<file path="config.mk">
export PLATFORM = sky130hd
export DESIGN_NAME = mlfq_row
export DESIGN_NICKNAME = d
export VERILOG_FILES = /design/src/hdl/mlfq_pkg.sv /design/src/hdl/mlfq_cell.sv /design/src/hdl/mlfq_row.sv
export SDC_FILE = /design/constraint.sdc
export NUM_CORES = 1
export LEC_CHECK = 0
export BUFFER_PORTS_ARGS = -buffer_cell sky130_fd_sc_hd__buf_2
export CELL_PAD_IN_SITES_DETAIL_PLACEMENT = 0
export CELL_PAD_IN_SITES_GLOBAL_PLACEMENT = 2
export CORE_ASPECT_RATIO = 1.25
export CORE_MARGIN = 3
export CORE_UTILIZATION = 46
export CTS_CLUSTER_DIAMETER = 60
export DETAILED_ROUTE_END_ITERATION = 6
export HOLD_SLACK_MARGIN = 0.06
export PLACE_DENSITY_LB_ADDON = 0.12
export SYNTH_ARGS = -nofsm -noshare
export SYNTH_HDL_FRONTEND = slang
export SYNTH_SLANG_ARGS = --single-unit
</file>
<file path="constraint.sdc">
create_clock -name i_clk -period 4.5 [get_ports i_clk]
set_input_delay 0.9 -clock i_clk [delete_from_list [all_inputs] [get_ports i_clk]]
set_output_delay 0.9 -clock i_clk [all_outputs]
set_load 0.05 [all_outputs]
</file>
<file path="src/hdl/mlfq_pkg.sv">
// ----------------------------------------------------------------------------
// MLFQ scheduler package
// Shared widths, codes, payload types and control structs of the scheduler.
// ----------------------------------------------------------------------------
`default_nettype none

package mlfq_pkg;

    localparam int DEF_NUM_QUEUES = 5;
    localparam int DEF_MAX_PROCS  = 64;
    localparam int DEF_WAIT_BITS  = 16;

    localparam int ID_W   = 6;
    localparam int LVL_W  = 3;
    localparam int MODE_W = 3;
    localparam int ST_W   = 3;
    localparam int PROM_W = 7;
    localparam int AGE_W  = 16;
    localparam int POS_W  = 8;
    localparam int LEN_W  = 9;

    localparam logic [AGE_W-1:0]  AGE_RESET = 16'd30;
    localparam logic [PROM_W-1:0] PROM_MAX  = 7'd127;

    localparam logic [MODE_W-1:0] MODE_ENQ   = 3'd0;
    localparam logic [MODE_W-1:0] MODE_REM   = 3'd1;
    localparam logic [MODE_W-1:0] MODE_TICK  = 3'd2;
    localparam logic [MODE_W-1:0] MODE_SCHED = 3'd3;
    localparam logic [MODE_W-1:0] MODE_RET   = 3'd4;

    localparam logic [ST_W-1:0] ST_OK       = 3'd0;
    localparam logic [ST_W-1:0] ST_DUP      = 3'd1;
    localparam logic [ST_W-1:0] ST_NOTFOUND = 3'd2;
    localparam logic [ST_W-1:0] ST_EMPTY    = 3'd3;
    localparam logic [ST_W-1:0] ST_FULL     = 3'd4;

    typedef struct packed {
        logic [MODE_W-1:0] mode;
        logic [ID_W-1:0]   proc_id;
        logic [LVL_W-1:0]  queue_level;
        logic              demote;
    } t_item;

    typedef struct packed {
        logic [ID_W-1:0]   chosen_id;
        logic [LVL_W-1:0]  chosen_level;
        logic [ST_W-1:0]   status;
        logic [PROM_W-1:0] promoted_count;
    } t_result;

    typedef struct packed {
        logic             del;
        logic             app;
        logic [POS_W-1:0] pos;
        logic [ID_W-1:0]  data;
    } t_row_cmd;

    typedef struct packed {
        logic             hit;
        logic [POS_W-1:0] pos;
        logic [ID_W-1:0]  head;
        logic [LEN_W-1:0] len;
    } t_row_stat;

    typedef enum logic [3:0] {
        S_IDLE,
        S_EXEC,
        S_TICK_RD,
        S_TICK_WR,
        S_AGE_LVL,
        S_AGE_RD,
        S_AGE_EX,
        S_POP_RD,
        S_POP_EX
    } t_state;

endpackage

`default_nettype wire

</file>
<file path="src/hdl/mlfq_cell.sv">
// ----------------------------------------------------------------------------
// MLFQ queue cell
// One queue entry: loads a new id, takes its neighbor's id on a shift, and
// compares its id against the broadcast query id.
// ----------------------------------------------------------------------------
`default_nettype none

module mlfq_cell import mlfq_pkg::*; (
    input  wire logic            i_clk,
    input  wire logic            i_load,
    input  wire logic            i_shift,
    input  wire logic [ID_W-1:0] i_load_data,
    input  wire logic [ID_W-1:0] i_nb_data,
    input  wire logic            i_valid,
    input  wire logic [ID_W-1:0] i_qid,
    output logic      [ID_W-1:0] o_val,
    output logic                 o_match
);

    logic [ID_W-1:0] r_val;

    always_ff @(posedge i_clk) begin
        if (i_load) begin
            r_val <= i_load_data;
        end else if (i_shift) begin
            r_val <= i_nb_data;
        end
    end

    assign o_val   = r_val;
    assign o_match = i_valid && (r_val == i_qid);

endmodule

`default_nettype wire

</file>
<file path="src/hdl/mlfq_row.sv">
// ----------------------------------------------------------------------------
// MLFQ queue row
// One priority level as a chain of cells with a length register. Supports a
// delete with gap closing and a tail append in the same cycle.
// ----------------------------------------------------------------------------
`default_nettype none

module mlfq_row import mlfq_pkg::*; #(
    parameter int MAX_PROCS = DEF_MAX_PROCS
) (
    input  wire logic            i_clk,
    input  wire logic            i_rst_n,
    input  wire t_row_cmd        i_cmd,
    input  wire logic [ID_W-1:0] i_qid,
    output t_row_stat            o_stat
);

    localparam int PW = $clog2(MAX_PROCS);
    localparam int LW = $clog2(MAX_PROCS + 1);

    logic [LW-1:0]        r_len;
    logic [LW-1:0]        wpos;
    logic [ID_W-1:0]      val [MAX_PROCS];
    logic [MAX_PROCS-1:0] match;
    logic [PW-1:0]        hit_pos;

    assign wpos = r_len - LW'(i_cmd.del);

    for (genvar i = 0; i < MAX_PROCS; i++) begin : g_cell
        logic [ID_W-1:0] nb;
        if (i == MAX_PROCS - 1) begin : g_last
            assign nb = val[i];
        end else begin : g_mid
            assign nb = val[i+1];
        end
        mlfq_cell u_cell (
            .i_clk       (i_clk),
            .i_load      (i_cmd.app && (wpos == LW'(i))),
            .i_shift     (i_cmd.del && (PW'(i) >= i_cmd.pos[PW-1:0])),
            .i_load_data (i_cmd.data),
            .i_nb_data   (nb),
            .i_valid     (LW'(i) < r_len),
            .i_qid       (i_qid),
            .o_val       (val[i]),
            .o_match     (match[i])
        );
    end

    always_ff @(posedge i_clk) begin
        if (!i_rst_n) begin
            r_len <= '0;
        end else begin
            r_len <= r_len + LW'(i_cmd.app) - LW'(i_cmd.del);
        end
    end

    always_comb begin
        hit_pos = '0;
        for (int k = 0; k < MAX_PROCS; k++) begin
            if (match[k]) begin
                hit_pos = hit_pos | PW'(k);
            end
        end
    end

    assign o_stat.hit  = |match;
    assign o_stat.pos  = POS_W'(hit_pos);
    assign o_stat.head = val[0];
    assign o_stat.len  = LEN_W'(r_len);

endmodule

`default_nettype wire
</file>
* Yosys cells after proc, flatten, opt, wreduce, memory -nomap -nowiden
Index checks and enable logic that the tools add are counted.
W data, S select, Z words.
** Word-level totals
- Bits in registers :: 391
** Operators by class
- Muxes and demuxes :: 253
- Reduce and logical (&&, ||, !) cells :: 256
- Eq/ne operators :: 127
- $add $sub $neg :: 3
- Magnitude comparators :: 127
** Operator list (number)
- $mux W6 :: 222
- $eq A6 B6 Y1 :: 64
- $eq A7 B6 Y1 const B :: 32
- $lt A6 B7 Y1 const A :: 32
- $logic_and A1 B1 Y1 :: 191
- $ge A6 B6 Y1 const A :: 31
- $reduce_bool A2 Y1 :: 63
- $eq A7 B5 Y1 const B :: 16
- $lt A5 B7 Y1 const A :: 16
- $ge A5 B6 Y1 const A :: 16
- $mux W5 :: 16
- $reduce_or A64 Y1 :: 1
- $eq A7 B4 Y1 const B :: 8
- $lt A4 B7 Y1 const A :: 8
- $ge A4 B6 Y1 const A :: 8
- $mux W4 :: 8
- $eq A7 B3 Y1 const B :: 4
- $lt A3 B7 Y1 const A :: 4
- $ge A3 B6 Y1 const A :: 4
- $eq A7 B2 Y1 const B :: 2
- $lt A1 B7 Y1 const A :: 2
- $lt A2 B7 Y1 const A :: 2
- $sub A7 B1 Y7 :: 2
- $ge A1 B6 Y1 const A :: 2
- 7 further kinds :: 12

* Logic depth before layout (Yosys ltp)
Gate-level depths: netlist of run 1.
- Depth in word-level cells :: 65
- Gate-level depth with buffers :: 13
- Mapped depth without buffers :: 13

* Cells and area by module
From an unflattened synthesis of run 1, not the netlist that was laid out.
** Unflattened totals
- Cell total of the unflattened synthesis :: 1895
- Area, all modules :: 25683.4 sq um
** Modules (own cells, without submodules)
- mlfq_cell :: times used 64, cells an instance 22, area an instance 359.1 sq um
- mlfq_row :: times used 1, cells an instance 487, area an instance 2701.3 sq um

* Worst setup path before layout of run 1
No wires, ideal clock.
- Path type :: reg2out
- Start :: register r_len[3]
- End :: output o_stat[20] (netlist bit)
- Setup slack :: 0.681 ns
- Buffers on the path :: 1
- Data arrival time :: 2.919 ns
- Data required time :: 3.600 ns
- Stages on the path, launching flop included :: 11
- Cell sequence :: dfxtp_1 inv_1 ha_1 buf_2 a21oi_2 o2111ai_1 or4_1 o211ai_1 or4_1 inv_1 nand4_1
** RTL lines
- from (decl) :: RTL line mlfq_row.sv:21 : logic [LW-1:0] r_len;
- from (signal assigned) :: RTL line mlfq_row.sv:53 : r_len <= r_len + LW'(i_cmd.app) - LW'(i_cmd.del);
- to (decl) :: RTL line mlfq_row.sv:15 : output t_row_stat o_stat

==> results.cfg, run 1 <==
[timing]
worst_slew_margin_rel = 0.265
setup_viol = 0
slew_at_the_pin_closest_to_its_max_slew_limit_ps = 1100
maxSlewViolCount = 0
timing.final.hold_violations = 0
final_min_period_ps = 4440
finalHoldWorstSlack_ps = 588
tns_ps = 0
fmaxAchievable_mhz = 225
fin_skew_ps = 8.87
rsz_0062_raised_after_global_routing = true
postLayoutSetupSlackWorst_ps = 61.7
final.period_utilization = 0.986

[logic_synthesis]
netlist.top_cell.by_area = sky130_fd_sc_hd__edfxtp_1
postSynthRegisterBits = 391
synth_top_flop_cell = sky130_fd_sc_hd__edfxtp_1
yosysUniqueCellTypes = 67
ys_seq_area_frac = 0.485
synth-edff-count = 384
synth_cells = 1869
postSynthAreaPerCell_um2 = 12.9
syn-cell-area_mm2 = 0.0241
ys_warn_count = 0
netlist.area_leader.share = 0.479
yosys-top-cells-area = sky130_fd_sc_hd__edfxtp_1 (48%), sky130_fd_sc_hd__mux2_2 (17%), sky130_fd_sc_hd__xor2_1 (8.8%)
postSynth.asyncResetShare = 0

[pwr]
vdd_drop_max_v = 0.000329
cellPowerDensity_mw_per_mm2 = 447
p_total_mw = 12.2
total_leakage_power_nw = 9.65

[clock_network]
cts_max_path_buffers = 3
tritoncts.num_buffers = 43
cts.clk_slew.worst_paths_ps = 50
tritoncts = yes
clock_insertion_delay_at_the_later_pin_of_the_skew_report_ps = 580
clock_sinks = 391
cts_root_buffer = sky130_fd_sc_hd__clkbuf_16
htree_num_levels = 2

[global_routing]
globalRouteOverflowTotal = 0
first_global_vias = 16500
grt_max_degree = 44
antenna_found_initial = 1
grt_pass1_wl_um = 117000
grt_util_all_layers = 0.292

[setup_path]
critical_path.max_fanout = 6
worst_setup_path_start_kind = flop
worstReg2RegStart = r_len[2]$_SDFF_PN0_
crit_arrival_ps = 3540
end_kind = primary output
cp.required_ps = 3600
setup.worst_path.class = flop to primary output
critical-path-top-cell-by-count = sky130_fd_sc_hd__buf_4
worst_setup_path_startpoint = r_len[1]$_SDFF_PN0_
crit_chain = inv_1, ha_2, nor2b_1, buf_4, a2111oi_1, nand4_1, nand4_1, nor4b_2, buf_4, and4_1, buf_4, nand2_1, buf_6
cpPeakStageDelay_ps = 400
library_cell_contributing_the_largest_single_delay_on_the_critical_path = sky130_fd_sc_hd__dfxtp_4

[die]
core_mm2 = 0.0517
io_pins = 48
floorplan.initialDensity = 0.466
die-height_um = 262
chipWidth_um = 211
placementRows = 93
fp.dieArea_mm2 = 0.0551

[detailed_routing]
drc = 0
per_cell_routed_wire_length_um = 30.1
dr.first_iter.drc_count = 1658
via_count = 16200
drt.antenna.violating_nets = 0
routed_wl_um = 81000
drtPass1Iterations = 5
vias_per_cell = 6.02

[final_layout]
layout.cells.most_common_list = sky130_fd_sc_hd__edfxtp_1 (384), sky130_fd_sc_hd__mux2_2 (364), sky130_fd_sc_hd__xor2_1 (242)
antenna_diode_count = 0
combined_area_of_the_multi_input_logic_cells_mm2 = 0.0117
final_layout_size_suffix_gt1_frac = 0.356
regArea_mm2 = 0.0117
final_common_cell = sky130_fd_sc_hd__edfxtp_1
final_net_count = 2044
final_util = 0.528
layout.cell_area.non_filler_mm2 = 0.0273
area_growth_syn_to_layout_pct = 13.3
fillCellCount = 4497
layout.cells.non_filler = 2686

[place]
detailedPlacementHpwl_um = 58600
portBuffers = 41
placed_cell_area_mm2 = 0.0257
place_congestion = 0.957
placedCellCount = 2610
dp_slack_ps = 68.2

[run_status]
status = finished clean

[worst_hold_path]
hold_class = flop to flop
start_point_of_the_worst_hold_path = g_cell[49].u_cell.o_val[5]$_DFFE_PP_

[run]
maxCapViolCount = 0
[synthesized netlist by cell type (all sizes together) (3+ instances only)]
master	instances
nor4	50
o211ai	5
clkbuf	56
and2	12
o21ai	71
a211oi	3
ha	25
nor3b	3
xor2	242
nand3b	4
dfxtp	7
o41ai	3
nor2b	14
a2111oi	4
nor3	18
nand2	61
a21o	29
o21bai	4
mux2	378
nand2b	6
xnor2	152
a31oi	4
inv	14
o2111ai	15
and3	6
nand3	20
nor4b	3
buf	67
nand4	47
or4	8
edfxtp	384
o22ai	14
or2	3
a21oi	13
nor2	100
[routing by layer]
layer  track usage  share of wire  vias up
li1              -              -     7109
met1         0.384           0.41     8304
met2         0.491           0.49      614
met3        0.0404          0.061      147
met4         0.112          0.040        0
met5             0              0        -
[critical path, delay by kind of cell (launching register included)]
family                   cells  cell delay, ps
AND/OR/NAND/NOR              6            1120
buffers and inverters        5             780
flip-flops                   1             400
AO/OA/AOI/OAI                1             400
adder cells (fa/ha/maj)      1             250
[repair_timing]
item / in CTS / in global routing
gates resized for setup: 35 / 20
setup buffers: 2 / 1
cloned: 0 / 1
setup endpoints to repair: 7 / 7
hold buffers: 0 / 0
pin swaps: 4 / 6
[area by class of cell]
class                      count  area share
tap                          665      0.0305
multi-input combinational   1344       0.428
inverter                      14     0.00216
timing repair buffer         200      0.0636
sequential                   391       0.428
clock inverter                17     0.00459
clock buffer                  55      0.0427
[where the power goes]
group	leakage [nW]	internal [mW]	switching [mW]
Combinational	5.36	1.43	2.78
Clock	0.628	1.92	1.46
Sequential	3.66	4.37	0.216
Total	9.65	7.73	4.46
[path summary, 6_finish.rpt]
path / to / slack [ps] / depth (start not counted)
worst max-delay path: o_stat[19] / 60 / 13
worst min-delay path: g_cell[48].u_cell.o_val[5]$_DFFE_PP_ / 590 / 1
worst max register to register: g_cell[32].u_cell.o_val[3]$_DFFE_PP_ / 800 / 11
worst min register to register: g_cell[48].u_cell.o_val[5]$_DFFE_PP_ / 590 / 1
[state kept, by name, summed over array words and instances, names as in the netlist]
register             flops
g_cell.u_cell.o_val    384
r_len                    7
[cell families (layout without fill, tap and decap cells)]
| group | Yosys count | after routing | share of synthesized area |
|---|---|---|---|
| DFF | 391 | 391 | 0.485 |
| muxes | 380 | 380 | 0.178 |
| adders and majority gates | 26 | 26 | 0.0138 |
| and+or+nand+nor | 364 | 364 | 0.0973 |
| AOI/OAI and AO/OA | 176 | 176 | 0.0471 |
| xor gates and xnor gates | 394 | 394 | 0.143 |
| other | 1 | 4 | 0.000156 |
| buffers and inverters | 137 | 286 | 0.0356 |
(Power assumes the default switching activity.)
==> inputs of run 2 (changes only) <==
--- a/config.mk
+++ b/config.mk
@@ -10,7 +10,7 @@
 export CELL_PAD_IN_SITES_GLOBAL_PLACEMENT = 2
 export CORE_ASPECT_RATIO = 1.25
 export CORE_MARGIN = 3
-export CORE_UTILIZATION = 46
+export CORE_UTILIZATION = 49
 export CTS_CLUSTER_DIAMETER = 60
 export DETAILED_ROUTE_END_ITERATION = 6
 export HOLD_SLACK_MARGIN = 0.06
==> constraint.sdc (replaced) <==
create_clock -name i_clk -period 5.58 [get_ports i_clk]
set_input_delay 1.116 -clock i_clk [delete_from_list [all_inputs] [get_ports i_clk]]
set_output_delay 1.116 -clock i_clk [all_outputs]
set_load 0.05 [all_outputs]
==> run 2 against run 1 <==
Effect of this change:
- core utilization up 1.8 points
- global-route usage up 0.95 points
- clock-buffer cell count down 4
- sequential share of layout area up 1.3 points
- die area down 6.0%
- register-to-register slack better by 820 ps
- setup slack better by 85 ps
- clock skew up 2.3 ps
- first-iteration DRC count down 23%
- sequential power down 19%
- critical path depth down 1
- largest power group unchanged
- via count down 1.7%
==> results.cfg, run 2 (synthesis results as in run 1) <==
[run_status]
status = finished clean

[setup_path]
crit_chain = inv_1, ha_1, buf_12, nor2b_1, buf_4, nor4_1, o21ai_0, nor4_1, nor4_1, and3_1, nand4_1, buf_2
cp.required_ps = 4460
crit_arrival_ps = 4320
crit-reg2reg-capture = g_cell[59].u_cell.o_val[2]$_DFFE_PP_
critical_path.top_delay_family = simple AND/OR/NAND/NOR gates
setup.worst_path.class = flop to primary output
ff2ff_path_depth = 9
cpPeakStageDelay_ps = 870
critical_path.max_fanout = 13
worstReg2RegStart = r_len[0]$_SDFF_PN0_
end_kind = primary output
critical-path-top-cell-by-count = sky130_fd_sc_hd__nor4_1
rrSetupSlack_ps = 1620
critical_path_buf_inv_count = 4
worst_setup_path_start_kind = flop
library_cell_contributing_the_largest_single_delay_on_the_critical_path = sky130_fd_sc_hd__nor4_1

[timing]
maxSlewViolCount = 0
final_min_period_ps = 5430
slew_at_the_pin_closest_to_its_max_slew_limit_ps = 1130
rsz_0062_raised_after_global_routing = false
fin_skew_ps = 11.2
fmaxAchievable_mhz = 184
tns_ps = 0
worst_slew_margin_rel = 0.243
setup_viol = 0
timing.final.hold_violations = 0
final.period_utilization = 0.974

[final_layout]
final_layout_size_suffix_gt1_frac = 0.318
layout.cell_area.non_filler_mm2 = 0.0264
area_growth_syn_to_layout_pct = 9.82
layout.cells.most_common_list = sky130_fd_sc_hd__edfxtp_1 (384), sky130_fd_sc_hd__mux2_2 (364), sky130_fd_sc_hd__xor2_1 (242)
final_net_count = 1962
final_common_cell = sky130_fd_sc_hd__edfxtp_1
largest_reg_flops = 384
fillCellCount = 4160

[clock_network]
cts.clk_slew.worst_paths_ps = 60
clock_insertion_delay_at_the_later_pin_of_the_skew_report_ps = 580
cts_root_buffer = sky130_fd_sc_hd__clkbuf_16
tritoncts = yes
htree_num_levels = 2
number_of_post_cts_setup_repair_buffers = 0
cts_max_path_buffers = 3
tritoncts.num_buffers = 43
clock_sinks = 391

[place]
place_congestion = 0.947
detailedPlacementHpwl_um = 55400
portBuffers = 41
placed_cell_area_mm2 = 0.0250

[die]
io_pins = 48
chipWidth_um = 204
fp.dieArea_mm2 = 0.0518
placementRows = 90
die-height_um = 254
core_mm2 = 0.0484
floorplan.initialDensity = 0.497

[detailed_routing]
drt.antenna.violating_nets = 0
via_count = 15900
routed_wl_um = 78300
dr.first_iter.drc_count = 1283
drtPass1Iterations = 5
drc = 0
vias_per_cell = 6.15
per_cell_routed_wire_length_um = 30.3

[pwr]
cellPowerDensity_mw_per_mm2 = 367
total_leakage_power_nw = 9.22
vdd_drop_max_v = 0.000305

[run]
maxCapViolCount = 0

[global_routing]
antenna_found_initial = 2
grt_util_all_layers = 0.301
first_global_vias = 16400
grt_max_degree = 41
globalRouteOverflowTotal = 0
grt_pass1_wl_um = 114000

[worst_hold_path]
hold_class = flop to flop
min_delay_worst_endpoint = g_cell[36].u_cell.o_val[0]$_DFFE_PP_
start_point_of_the_worst_hold_path = g_cell[37].u_cell.o_val[0]$_DFFE_PP_
whs_path_depth = 1
## run 2: changes by cell type in the layout (fill, tap and decap cells not counted), moves of 4 or more
cell / before / now
sky130_fd_sc_hd__buf_12: 22 / 9
sky130_fd_sc_hd__buf_2: 30 / 35
sky130_fd_sc_hd__buf_4: 142 / 74
sky130_fd_sc_hd__buf_6: 4 / 0
sky130_fd_sc_hd__bufinv_16: 2 / 6
sky130_fd_sc_hd__clkbuf_1: 10 / 6
sky130_fd_sc_hd__clkinv_2: 3 / 9
sky130_fd_sc_hd__dfxtp_1: 3 / 7
sky130_fd_sc_hd__ha_1: 21 / 25
sky130_fd_sc_hd__nor2b_1: 10 / 14
## run 2: layout make-up
class	count	area (µm²)	share of cell area
Clock inverter	25	272	0.0103
Tap cell	644	806	0.0305
Sequential cell	391	11700	0.442
Clock buffer	51	1150	0.0435
Multi-Input combinational cell	1344	11600	0.438
Timing Repair Buffer	118	911	0.0345
Inverter	14	52.6	0.00199
Antenna cell	1	2.50	0.0000947
## run 2: worst max-delay path by stage
stage                             start    endpoint  slack, ps  cells after the start
finish              r_len[5]$_SDFF_PN0_  o_stat[23]        150                     12
global route        r_len[5]$_SDFF_PN0_  o_stat[23]         30                     12
CTS                 r_len[2]$_SDFF_PN0_  o_stat[23]         60                     11
detailed placement             i_qid[4]  o_stat[16]        570                     10
global placement               i_qid[4]  o_stat[16]        590                     10
floorplan                      i_qid[0]  o_stat[23]       1490                     10
## run 2: power breakdown
group          switching (mW)  total (mW)  internal, mW
sequential              0.185        3.70          3.52
combinational            2.11        3.03         0.914
clock                    1.22        2.97          1.74
## run 2: layer usage
layer  share of wire  track usage  wire [µm]
met3           0.069       0.0537       5390
met5         0.00032            0         25
met1            0.40        0.382      31100
met2            0.49        0.511      38300
met4           0.046        0.123       3590
## run 2: metrics by stage
stage                     power [mW]  std cells   util  hold WS [ps]  setup slack, ps
after detailed placement        6.73       2511  0.516           576              573
after global placement          6.71       2511  0.516           580              587
after CTS                       9.69       2587  0.546           598             55.9
final                           9.70       2588  0.546           597              147
after global routing            9.98       2587  0.546           616             31.6
after floorplan                 5.66       1872      -           551             1490
## run 2: what timing repair did
item	CTS	global route
hold buffers	0	0
hold endpoints to repair	0	0
setup endpoints to repair	0	1
gates resized for setup	0	1
==> inputs of run 3 (changes only) <==
--- a/config.mk
+++ b/config.mk
@@ -10,7 +10,7 @@
 export CELL_PAD_IN_SITES_GLOBAL_PLACEMENT = 2
 export CORE_ASPECT_RATIO = 1.25
 export CORE_MARGIN = 3
-export CORE_UTILIZATION = 49
+export CORE_UTILIZATION = 40
 export CTS_CLUSTER_DIAMETER = 60
 export DETAILED_ROUTE_END_ITERATION = 6
 export HOLD_SLACK_MARGIN = 0.06
==> constraint.sdc (replaced) <==
create_clock -name i_clk -period 5.58 [get_ports i_clk]
set_input_delay 0.837 -clock i_clk [delete_from_list [all_inputs] [get_ports i_clk]]
set_output_delay 0.837 -clock i_clk [all_outputs]
set_load 0.05 [all_outputs]
==> run 3 against run 2 <==
Effect of this change:
- clock power increased by 3%
- combinational power hardly changed
- critical endpoint is now o_stat[16]
- routed wire length rose by 7.7%
- power rose by 0.83%
- die area increased by 22%
- register-to-register slack lost 100 ps
- hold slack got worse by 61 ps
- sequential share of layout area decreased by 0.15 points
==> results.cfg, run 3 (synthesis results as in run 1) <==
[setup_path]
worst_setup_path_start_kind = flop
end_kind = primary output
worst_setup_path_startpoint = r_len[3]$_SDFF_PN0_
setup.worst_path.class = flop to primary output
crit-reg2reg-capture = g_cell[59].u_cell.o_val[5]$_DFFE_PP_
crit_arrival_ps = 4540
worstSetupEndpoint = o_stat[16]
ff2ff_path_depth = 9
critical_path.max_fanout = 9
rrSetupSlack_ps = 1520
cp.required_ps = 4740
worstReg2RegStart = r_len[0]$_SDFF_PN0_

[global_routing]
grt_max_degree = 44
grt_pass1_wl_um = 121000
grt_util_all_layers = 0.265
antenna_found_initial = 3
globalRouteOverflowTotal = 0
first_global_vias = 16400

[final_layout]
layout.cells.most_common_list = sky130_fd_sc_hd__edfxtp_1 (384), sky130_fd_sc_hd__mux2_2 (364), sky130_fd_sc_hd__xor2_1 (242)
final_common_cell = sky130_fd_sc_hd__edfxtp_1
final_util = 0.450
final_layout_size_suffix_gt1_frac = 0.314
area_growth_syn_to_layout_pct = 10.2
final_net_count = 1951
largest_reg_flops = 384

[die]
core_mm2 = 0.0590
io_pins = 48
floorplan.initialDensity = 0.408
fp.dieArea_mm2 = 0.0632
chipWidth_um = 225
placementRows = 99
die-height_um = 280

[detailed_routing]
drtPass1Iterations = 5
dr.first_iter.drc_count = 1126
vias_per_cell = 5.89
routed_wl_um = 84400
per_cell_routed_wire_length_um = 31.3
drt.antenna.violating_nets = 0
drc = 0
via_count = 15900

[timing]
fmaxAchievable_mhz = 186
rsz_0062_raised_after_global_routing = false
setup_viol = 0
tns_ps = 0
worst_slew_margin_rel = 0.180
final_min_period_ps = 5380
final.period_utilization = 0.964
slew_at_the_pin_closest_to_its_max_slew_limit_ps = 1230
maxSlewViolCount = 0
timing.final.hold_violations = 0
fin_skew_ps = 26.7

[run]
maxCapViolCount = 0

[clock_network]
number_of_post_cts_setup_repair_buffers = 0
htree_num_levels = 2
cts-resized-gates = 0
post_cts_hold_buffer_count = 0
cts.clk_slew.worst_paths_ps = 60
tritoncts = yes
tritoncts.num_buffers = 46
clock_insertion_delay_at_the_later_pin_of_the_skew_report_ps = 590
cts_root_buffer = sky130_fd_sc_hd__clkbuf_16
clock_sinks = 391
cts_max_path_buffers = 3

[run_status]
status = finished clean

[place]
place_congestion = 0.888
detailedPlacementHpwl_um = 58400
portBuffers = 41

[pwr]
p_total_mw = 9.78
vdd_drop_max_v = 0.000203
total_leakage_power_nw = 9.17
cellPowerDensity_mw_per_mm2 = 369

[worst_hold_path]
hold_class = input pin to flop
==> run 3: cell count changes in the layout (fill, tap and decap cells not counted) <==
cell,change
sky130_fd_sc_hd__buf_4,-13
sky130_fd_sc_hd__clkbuf_16,+4
sky130_fd_sc_hd__bufinv_16,-2
sky130_fd_sc_hd__clkbuf_1,+2
sky130_fd_sc_hd__clkinvlp_4,+2
sky130_fd_sc_hd__buf_12,-1
sky130_fd_sc_hd__clkinv_1,+1
sky130_fd_sc_hd__clkinv_2,-1
sky130_fd_sc_hd__clkinv_4,-1
sky130_fd_sc_hd__inv_8,+1
==> run 3: report_power, final <==
group          internal [mW]  switching [mW]  leakage [nW]  total, mW
clock                   1.78            1.28         0.722       3.05
sequential              3.52           0.184          3.66       3.70
combinational          0.871            2.15          4.79       3.02
==> run 3: metrics by stage <==
step	hold slack, ps	setup slack (ps)	instance area [µm²]	cells
6_report	536	200	26500	2693
5_1_grt	539	47.7	26500	2692
4_1_cts	511	312	26500	2692
3_5_place_dp	586	959	25000	2610
3_3_place_gp	584	959	25000	2610
2_1_floorplan	551	1820	24100	1872
==> run 3: worst min path at each step <==
stage | start | endpoint | slack, ps | cells past startpoint
after floorplan | g_cell[49].u_cell.o_val[0]$_DFFE_PP_ | g_cell[48].u_cell.o_val[0]$_DFFE_PP_ | 550 | 1
after global placement | g_cell[60].u_cell.o_val[3]$_DFFE_PP_ | g_cell[59].u_cell.o_val[3]$_DFFE_PP_ | 580 | 1
after detailed placement | g_cell[28].u_cell.o_val[3]$_DFFE_PP_ | g_cell[27].u_cell.o_val[3]$_DFFE_PP_ | 590 | 1
after CTS | i_rst_n | r_len[5]$_SDFF_PN0_ | 510 | 2
after global routing | i_rst_n | r_len[0]$_SDFF_PN0_ | 540 | 2
final | i_rst_n | r_len[5]$_SDFF_PN0_ | 540 | 2
==> run 3: layout make-up <==
class | count | area (µm²)
tap | 757 | 947
timing repair buffer | 104 | 793
clock inverter | 25 | 228
fill | 5437 | 32400
antenna | 1 | 2.50
multi-input combinational | 1344 | 11600
inverter | 14 | 52.6
sequential | 391 | 11700
clock buffer | 57 | 1260
==> run 3: layer usage <==
metal | GRT usage | part of all wire | vias to the layer above
met5 | 0 | 0 | -
met4 | 0.0988 | 0.042 | 0
met3 | 0.0409 | 0.053 | 156
met2 | 0.450 | 0.49 | 502
met1 | 0.343 | 0.42 | 8269
li1 | - | - | 6933
==> run 3: critical path, stage by stage (launching register included) <==
cell and delay (ps):
sky130_fd_sc_hd__dfxtp_1 410, sky130_fd_sc_hd__inv_1 260, sky130_fd_sc_hd__ha_1 690, sky130_fd_sc_hd__nand2_1 530, sky130_fd_sc_hd__o2111ai_1 460, sky130_fd_sc_hd__nand2_1 260, sky130_fd_sc_hd__or3_1 460, sky130_fd_sc_hd__nor4_1 290
sky130_fd_sc_hd__nand4_1 270, sky130_fd_sc_hd__buf_2 320
